==> src/design/ssa_pkg.sv <==
// ssa_pkg: shared types and constants for the reaction selector.
// No dependencies.
`timescale 1ns / 1ps
package ssa_pkg;

  localparam int RATE_W   = 24;
  localparam int IDX_W    = 3;
  localparam int NUM_REGS = 7;
  localparam int DVD_W    = 37;
  localparam logic [27:0] LN2_Q28 = 28'hB17217F;
  localparam int SQ_STEPS = 30;

  localparam logic [2:0] REG_RATE_ZERO  = 3'd0;
  localparam logic [2:0] REG_RATE_ONE   = 3'd1;
  localparam logic [2:0] REG_RATE_TWO   = 3'd2;
  localparam logic [2:0] REG_RATE_THREE = 3'd3;
  localparam logic [2:0] REG_RATE_FOUR  = 3'd4;
  localparam logic [2:0] REG_RATE_FIVE  = 3'd5;
  localparam logic [2:0] REG_ACTIVE     = 3'd6;

  localparam logic KIND_COUNT    = 1'b0;
  localparam logic KIND_SCHEDULE = 1'b1;

  typedef enum logic [10:0] {
    S_IDLE  = 11'b00000000001,
    S_PROP  = 11'b00000000010,
    S_THRHI = 11'b00000000100,
    S_THRLO = 11'b00000001000,
    S_SEL   = 11'b00000010000,
    S_NORM  = 11'b00000100000,
    S_SQ    = 11'b00001000000,
    S_LNLO  = 11'b00010000000,
    S_LNHI  = 11'b00100000000,
    S_DIV   = 11'b01000000000,
    S_DONE  = 11'b10000000000
  } state_t;

endpackage

==> src/design/ssa_reaction_selector.sv <==
// ssa_reaction_selector: direct-method stochastic simulation step for unimolecular reactions.
// Depends on ssa_pkg.
`timescale 1ns / 1ps
// Usage:
//  in_*  : stream of input words. tuser = kind (0 writes a reactant count,
//          1 schedules). A count write gives no result.
//  out_* : one result word per schedule word: tuser = reaction_found,
//          tdata = chosen_reaction and Q16.16 wait_time.
//  cfg_* : APB-style registers: six 24-bit rates at 0x00..0x14, active
//          reaction count at 0x18. Write only while the block is idle.
// Sequence: a schedule word runs through one shared 32x32 multiplier and a
//  radix-2 divider under a sequencer: propensity, the THRHI and THRLO
//  threshold steps, selection, normalise, squaring, the LNLO and LNHI ln
//  steps, divide and output. When the total is zero it goes from propensity
//  straight to output; when the time word is zero it goes from selection
//  straight to output. The next word is taken once the result is loaded
//  into the output register. in_tready is low while a word is in work.
// Reset clears counts, rates and the sequencer. A stalled out_tready holds
//  the result in the output register; the next schedule word waits at its
//  final cycle until the register is free.
module ssa_reaction_selector
  import ssa_pkg::*;
#(
  parameter int MAX_REACTIONS = 6,
  parameter int COUNT_BITS    = 16
) (
  input  logic        clk,
  input  logic        rst_n,
  input  logic        in_tvalid,
  output logic        in_tready,
  input  logic [87:0] in_tdata,   // reaction_slot[2:0], reactant_total[18:3],
                                  // rand_select[50:19], rand_time[82:51], zeros
  input  logic        in_tuser,   // kind
  output logic        out_tvalid,
  input  logic        out_tready,
  output logic [39:0] out_tdata,  // chosen_reaction[2:0], wait_time[34:3], zeros
  output logic        out_tuser,  // reaction_found
  input  logic        cfg_psel,
  input  logic        cfg_penable,
  input  logic        cfg_pwrite,
  input  logic [4:0]  cfg_paddr,
  input  logic [31:0] cfg_pwdata,
  output logic [31:0] cfg_prdata,
  output logic        cfg_pready
);

  localparam int TOT_W = COUNT_BITS + RATE_W + 3;

  state_t state_r, state_nxt;

  logic [COUNT_BITS-1:0] counts_r [MAX_REACTIONS];
  logic [RATE_W-1:0]     rates_r  [6];
  logic [2:0]            active_r;
  logic [TOT_W-1:0]      cum_r    [MAX_REACTIONS];
  logic [TOT_W-1:0]      total_r, thr_r;
  logic [IDX_W-1:0]      idx_r, chosen_r, nact;
  logic [31:0]           u1_r, u2_r, x_r;
  logic [4:0]            p_r, lead;
  logic [29:0]           frac_r;
  logic [5:0]            cnt_r;
  logic [63:0]           ln_r;
  logic [DVD_W-1:0]      dvd_r, q_r;
  logic [TOT_W-1:0]      rem_r;
  logic [TOT_W:0]        rem_t;
  logic [31:0]           mul_a, mul_b;
  logic [63:0]           prod, ln_sum;
  logic [35:0]           n_val;
  logic [32:0]           sq_t;
  logic                  out_valid_r, out_found_r;
  logic [2:0]            out_chosen_r;
  logic [31:0]           out_wait_r;
  logic                  load_out, cfg_wr;
  logic [2:0]            cfg_idx, in_slot;

  assign in_slot   = in_tdata[2:0];
  assign in_tready = (state_r == S_IDLE);
  assign cfg_pready = 1'b1;
  assign cfg_idx   = cfg_paddr[4:2];
  assign cfg_wr    = cfg_psel & cfg_penable & cfg_pwrite;

  assign nact = (active_r > 3'(MAX_REACTIONS)) ? IDX_W'(MAX_REACTIONS) : active_r;

  always_comb begin
    lead = 5'd0;
    for (int b = 0; b < 32; b++) begin
      if (u2_r[b]) lead = 5'(b);
    end
  end

  assign n_val  = ({31'd0, 5'd0} | (36'(6'd32 - {1'b0, p_r}) << 30)) - 36'(frac_r);
  assign sq_t   = prod[63:31];
  assign ln_sum = ln_r + (prod << 18);
  assign rem_t  = {rem_r, dvd_r[DVD_W-1]};

  always_comb begin
    mul_a = 32'd0;
    mul_b = 32'd0;
    unique case (state_r)
      S_PROP: begin
        mul_a = 32'(counts_r[idx_r]);
        mul_b = 32'(rates_r[idx_r]);
      end
      S_THRHI: begin
        mul_a = 32'(total_r >> 32);
        mul_b = u1_r;
      end
      S_THRLO: begin
        mul_a = total_r[31:0];
        mul_b = u1_r;
      end
      S_SQ: begin
        mul_a = x_r;
        mul_b = x_r;
      end
      S_LNLO: begin
        mul_a = 32'(n_val[17:0]);
        mul_b = 32'(LN2_Q28);
      end
      S_LNHI: begin
        mul_a = 32'(n_val[35:18]);
        mul_b = 32'(LN2_Q28);
      end
      default: begin
        mul_a = 32'd0;
        mul_b = 32'd0;
      end
    endcase
  end

  assign prod = 64'(mul_a) * 64'(mul_b);

  always_comb begin
    state_nxt = state_r;
    load_out  = 1'b0;
    unique case (state_r)
      S_IDLE: begin
        if (in_tvalid && in_tuser == KIND_SCHEDULE) state_nxt = S_PROP;
      end
      S_PROP: begin
        if (idx_r >= nact) state_nxt = (total_r == '0) ? S_DONE : S_THRHI;
      end
      S_THRHI: state_nxt = S_THRLO;
      S_THRLO: state_nxt = S_SEL;
      S_SEL: begin
        if (cum_r[idx_r] > thr_r || idx_r >= nact - 3'd1)
          state_nxt = (u2_r == 32'd0) ? S_DONE : S_NORM;
      end
      S_NORM: state_nxt = S_SQ;
      S_SQ: begin
        if (cnt_r == 6'(SQ_STEPS - 1)) state_nxt = S_LNLO;
      end
      S_LNLO: state_nxt = S_LNHI;
      S_LNHI: state_nxt = S_DIV;
      S_DIV: begin
        if (cnt_r == 6'(DVD_W - 1)) state_nxt = S_DONE;
      end
      S_DONE: begin
        if (!out_valid_r || out_tready) begin
          load_out  = 1'b1;
          state_nxt = S_IDLE;
        end
      end
      default: state_nxt = S_IDLE;
    endcase
  end

  always_ff @(posedge clk) begin
    if (!rst_n) begin
      state_r     <= S_IDLE;
      out_valid_r <= 1'b0;
      active_r    <= 3'd0;
      for (int i = 0; i < MAX_REACTIONS; i++) counts_r[i] <= '0;
      for (int i = 0; i < 6; i++) rates_r[i] <= '0;
    end else begin
      state_r <= state_nxt;
      if (cfg_wr) begin
        unique case (cfg_idx)
          REG_RATE_ZERO:  rates_r[0] <= cfg_pwdata[RATE_W-1:0];
          REG_RATE_ONE:   rates_r[1] <= cfg_pwdata[RATE_W-1:0];
          REG_RATE_TWO:   rates_r[2] <= cfg_pwdata[RATE_W-1:0];
          REG_RATE_THREE: rates_r[3] <= cfg_pwdata[RATE_W-1:0];
          REG_RATE_FOUR:  rates_r[4] <= cfg_pwdata[RATE_W-1:0];
          REG_RATE_FIVE:  rates_r[5] <= cfg_pwdata[RATE_W-1:0];
          REG_ACTIVE:     active_r   <= cfg_pwdata[2:0];
          default: ;
        endcase
      end
      if (state_r == S_IDLE && in_tvalid && in_tuser == KIND_COUNT
          && in_slot < 3'(MAX_REACTIONS)) begin
        for (int i = 0; i < MAX_REACTIONS; i++) begin
          if (in_slot == 3'(i)) counts_r[i] <= COUNT_BITS'(in_tdata[18:3]);
        end
      end
      if (load_out) out_valid_r <= 1'b1;
      else if (out_tready) out_valid_r <= 1'b0;
    end
  end

  always_ff @(posedge clk) begin
    unique case (state_r)
      S_IDLE: begin
        idx_r    <= '0;
        total_r  <= '0;
        chosen_r <= '0;
        u1_r     <= in_tdata[50:19];
        u2_r     <= in_tdata[82:51];
      end
      S_PROP: begin
        if (idx_r < nact) begin
          total_r        <= total_r + TOT_W'(prod);
          cum_r[idx_r]   <= total_r + TOT_W'(prod);
          idx_r          <= idx_r + 3'd1;
        end
      end
      S_THRHI: begin
        thr_r <= TOT_W'(prod);
        idx_r <= '0;
      end
      S_THRLO: thr_r <= thr_r + TOT_W'(prod[63:32]);
      S_SEL: begin
        chosen_r <= idx_r;
        idx_r    <= idx_r + 3'd1;
      end
      S_NORM: begin
        p_r    <= lead;
        x_r    <= u2_r << (~lead);
        frac_r <= '0;
        cnt_r  <= '0;
      end
      S_SQ: begin
        x_r    <= sq_t[32] ? sq_t[32:1] : sq_t[31:0];
        frac_r <= {frac_r[28:0], sq_t[32]};
        cnt_r  <= cnt_r + 6'd1;
      end
      S_LNLO: ln_r <= prod;
      S_LNHI: begin
        dvd_r <= {ln_sum[62:30], 4'd0};
        rem_r <= '0;
        q_r   <= '0;
        cnt_r <= '0;
      end
      S_DIV: begin
        dvd_r <= {dvd_r[DVD_W-2:0], 1'b0};
        cnt_r <= cnt_r + 6'd1;
        if (rem_t >= {1'b0, total_r}) begin
          rem_r <= TOT_W'(rem_t - {1'b0, total_r});
          q_r   <= {q_r[DVD_W-2:0], 1'b1};
        end else begin
          rem_r <= rem_t[TOT_W-1:0];
          q_r   <= {q_r[DVD_W-2:0], 1'b0};
        end
      end
      S_DONE: begin
        if (load_out) begin
          if (total_r == '0) begin
            out_found_r  <= 1'b0;
            out_chosen_r <= 3'd0;
            out_wait_r   <= 32'd0;
          end else begin
            out_found_r  <= 1'b1;
            out_chosen_r <= chosen_r;
            if (u2_r == 32'd0 || q_r[DVD_W-1:32] != '0) out_wait_r <= 32'hFFFFFFFF;
            else out_wait_r <= q_r[31:0];
          end
        end
      end
      default: ;
    endcase
  end

  always_comb begin
    unique case (cfg_idx)
      REG_RATE_ZERO:  cfg_prdata = 32'(rates_r[0]);
      REG_RATE_ONE:   cfg_prdata = 32'(rates_r[1]);
      REG_RATE_TWO:   cfg_prdata = 32'(rates_r[2]);
      REG_RATE_THREE: cfg_prdata = 32'(rates_r[3]);
      REG_RATE_FOUR:  cfg_prdata = 32'(rates_r[4]);
      REG_RATE_FIVE:  cfg_prdata = 32'(rates_r[5]);
      REG_ACTIVE:     cfg_prdata = 32'(active_r);
      default:        cfg_prdata = 32'd0;
    endcase
  end

  assign out_tvalid = out_valid_r;
  assign out_tuser  = out_found_r;
  assign out_tdata  = {5'd0, out_wait_r, out_chosen_r};

endmodule

==> config.mk <==
export PLATFORM = sky130hd
export DESIGN_NAME = ssa_reaction_selector
export DESIGN_NICKNAME = d
export VERILOG_FILES = /design/src/design/ssa_pkg.sv /design/src/design/ssa_reaction_selector.sv
export SDC_FILE = /design/constraint.sdc
export NUM_CORES = 2
export LEC_CHECK = 0
export BUFFER_PORTS_ARGS = -buffer_cell sky130_fd_sc_hd__buf_2
export CAP_MARGIN = 20
export CORE_AREA = 3 3 422 341
export CTS_BUF_LIST = sky130_fd_sc_hd__clkbuf_4
export CTS_CLUSTER_SIZE = 20
export DETAILED_ROUTE_END_ITERATION = 6
export DIE_AREA = 0 0 425 344
export PLACE_DENSITY = 0.8
export SETUP_SLACK_MARGIN = 0.5
export SYNTH_ARGS = -nofsm -noshare
export SYNTH_HDL_FRONTEND = slang
export SYNTH_SLANG_ARGS = --single-unit
==> constraint.sdc <==
create_clock -name clk -period 12.4 [get_ports clk]
set_clock_uncertainty 0.2 [all_clocks]
set_input_delay 0 -clock clk [delete_from_list [all_inputs] [get_ports clk]]
set_output_delay 0 -clock clk [all_outputs]
set_load 0.05 [all_outputs]
==> results.sh <==
export IMPL_insertion_delay_ns=1.33
export IMPL_start_kind="register"
export IMPL_cpPeakStageDelay_ns=0.58
export IMPL_max_cap_viol_count=0
export IMPL_viasPerCell=6.31
export IMPL_ios=209
export IMPL_synth_edf_count=921
export IMPL_ys_types=109
export IMPL_place_inst=10400
export IMPL_fin_area_sq_um=101000
export IMPL_gp_congestion=1.05
export IMPL_cp_max_fo=5
export IMPL_cts_sinks=939
export IMPL_crit_top_cell="fa_1"
export IMPL_coreArea_sq_um=140000
export IMPL_drt_pass1_iterations=6
export IMPL_rsz0062_at_grt="true"
export IMPL_ys_ff_latch=939
export IMPL_max_slew_margin_rel_pct=12.7
export IMPL_synth_top_cell_area_share_pct=33.0
export IMPL_violations="setup timing"
export IMPL_async_reset_ff_share_pct=0
export IMPL_highest_layer="met5"
export IMPL_worstPathArrival_ns=13.35
export IMPL_grt_usage_pct=42.5
export IMPL_grt_pass1_vias=71400
export IMPL_clockBufferDepth=3
export IMPL_fmax_mhz=79.8
export IMPL_syn_area_sq_um=83700
export IMPL_setup_viol=11
export IMPL_routedWlPerCell_microns=27.7
export IMPL_synthTopCellsByCount="inv_1 (1,193), nand2_1 (949), edfxtp_1 (921)"
export IMPL_finalNonFillerCells=11300
export IMPL_met3_length_mm=46.6
export IMPL_grt_overflow=0
export IMPL_rows=123
export IMPL_cts_root_buf="clkbuf_4"
export IMPL_path_class="register to register"
export IMPL_cp_required_ns=13.23
export IMPL_dp_slack_ns=-0.263
export IMPL_fin_crit_sh_pct=101
export IMPL_met1_length_mm=113
export IMPL_ys_dominant_reg_cell="edfxtp_1"
export IMPL_syn_to_final_growth_pct=20.6
export IMPL_fin_crit_ns=12.52
export IMPL_routed_wl_mm=314
export IMPL_grt_pass1_wl_mm=459
export IMPL_num_vias=71500
export IMPL_dieHeight_microns=344
export IMPL_seq_area_frac_synth_pct=33.5
export IMPL_h_tree_depth=4
export IMPL_ant_nets=0
export IMPL_powerDensity_nw_per_um2=103
export IMPL_slowest_stage="fa_1"
export IMPL_grt_antenna_before_repair=25
export IMPL_layout_setup_ws_ns=-0.124
export IMPL_nets=10800
export IMPL_status="finished, violations left"
export IMPL_hold_violations=0
export IMPL_dr_wl_met2_mm=134
export IMPL_path_clk_slew_ns=0.09
export IMPL_start_util_pct=59.8
export IMPL_route_detailed_drc=0
export IMPL_port_buffers=179
export IMPL_die_x_microns=425
export IMPL_maxSlewViolCount=0
export IMPL_die_area_sq_um=146000
export IMPL_p_leak_nw=44.3
export IMPL_hold_path_class="input pin to register"
export IMPL_yosysMostFrequentCell="inv_1"
export IMPL_whs_ns=0.0688
export IMPL_grt_max_degree=73
export IMPL_synth_area_top_cells="edfxtp_1 (33%), fa_1 (22%), ha_1 (7.2%), inv_1 (5.4%), nand2_1 (4.3%)"
export IMPL_placed_cell_area_sq_um=91600
export IMPL_synth_area_per_cell_sq_um=10.3
export IMPL_synth_top_cell_by_area="edfxtp_1"
export IMPL_crit_path_end_kind="register"
export IMPL_drtIter0Drc=9479
export IMPL_cts_buffers=227
export IMPL_dp_hpwl_mm=229
export IMPL_yosys_warnings=0
export IMPL_ir_drop_v=0.000119
export IMPL_netlist_instances=8089
export IMPL_drive_gt1_share_pct=18.6
export IMPL_path_buf_inv=5
export IMPL_cts_tree="yes"
export IMPL_worstMarginPinSlew_ns=1.31
export IMPL_critPathTopFamily="adder cells"
-- registers in the layout, indices dropped and copies added, names as in the netlist, 5 cells and up, named ones only --
signal      flops
cum_r         258
rates_r       144
counts_r       96
ln_r           45
rem_r          43
thr_r          43
total_r        43
q_r            37
dvd_r          33
out_wait_r     32
u1_r           32
u2_r           32
x_r            32
frac_r         30
state_r        11
cnt_r           6
p_r             5
-- per-layer routing --
layer,GRT usage [%],vias to the layer above
met5,0,-
met2,63.0,5748
met1,56.3,34900
li1,-,29600
met4,20.7,18
met3,14.6,1302
-- path summary, 6_finish.rpt --
| path | from | endpoint | slack (ns) | depth (start not counted) |
|---|---|---|---|---|
| setup reg to reg | frac_r[17] | thr_r[40] | -0.12 | 45 |
| setup / recovery | frac_r[17] | thr_r[40] | -0.12 | 45 |
| hold reg to reg | dvd_r[17] | dvd_r[18] | 0.22 | 2 |
| hold / removal | cfg_paddr[3] | rates_r[1][0] | 0.07 | 5 |
-- worst min-delay path: cells and delay by family --
kind | cells | cell delay (ns)
buffers and inverters | 2 | 0.85
and+or+nand+nor | 3 | 0.56
-- logic make-up (layout without fill, tap and decap cells) --
group / count (synthesis) / count (layout) / share of synthesized area, %
xor+xnor: 236 / 236 / 2.47
fa+ha+maj: 1383 / 1383 / 28.7
compound gates: 1189 / 1189 / 9.38
buf+inv: 1564 / 2906 / 7.18
simple gates: 2462 / 2462 / 13.7
mux: 314 / 314 / 5.02
other cells: 2 / 35 / 0.00897
flops: 939 / 939 / 33.5
-- layout by cell type (no fill, tap or decap), drive strengths merged, types with 17 or more instances in the layout --
cell,synthesis,final
a211oi,44,44
a21o,121,121
a21oi,338,338
a221o,18,18
a221oi,22,22
a22oi,102,102
a31oi,49,49
and2,433,433
and3,36,36
buf,83,911
clkbuf,285,323
clkinv,3,85
dfxtp,18,18
diode,0,21
dlygate4sd3,0,382
edfxtp,921,921
fa,899,899
ha,484,484
inv,1193,1201
mux2,18,18
mux2i,213,213
mux4,83,83
nand2,952,952
nand2b,46,46
nand3,111,111
nand4,32,32
nor2,594,594
nor2b,41,41
nor3,77,77
nor4,34,34
o211ai,31,31
o21a,71,71
o21ai,210,210
o21bai,30,30
o22ai,17,17
o31ai,19,19
or2,25,25
or3,33,33
xnor2,154,154
xor2,82,82
-- report_power, final --
group	leakage (nW)	internal (mW)	switching (mW)
clock network	1.75	1.28	1.48
registers	8.76	3.85	0.349
logic	33.8	1.29	2.17
total	44.3	6.42	4.01
-- metrics by stage --
stage	power, mW	setup TNS, ns	util, %
global placement	7.24	-0.629	65.4
finish	10.4	-0.824	72.1
CTS	10.1	-0.00701	71.0
global route	10.7	-9.17	72.1
floorplan	6.02	0	-
detailed placement	7.33	-1.90	65.4
-- what timing repair did --
action	CTS	global route
cloned	0	1
pin swaps	111	127
setup buffers	32	48
resized for setup	176	205
endpoints found under the setup margin	117	229
hold endpoints to repair	595	0
hold buffers	382	0
-- final cells by class --
type	count	area (sq um)
multi-input cells	5598	51800
fillers	9907	39100
flip-flops and latches	939	28000
repair buffers	1297	11200
inverters	1196	4500
clock buffers	320	2400
well taps	1875	2350
clock inverters	93	573
diodes	21	52.6
No activity file was read; power rests on OpenSTA's default activity.
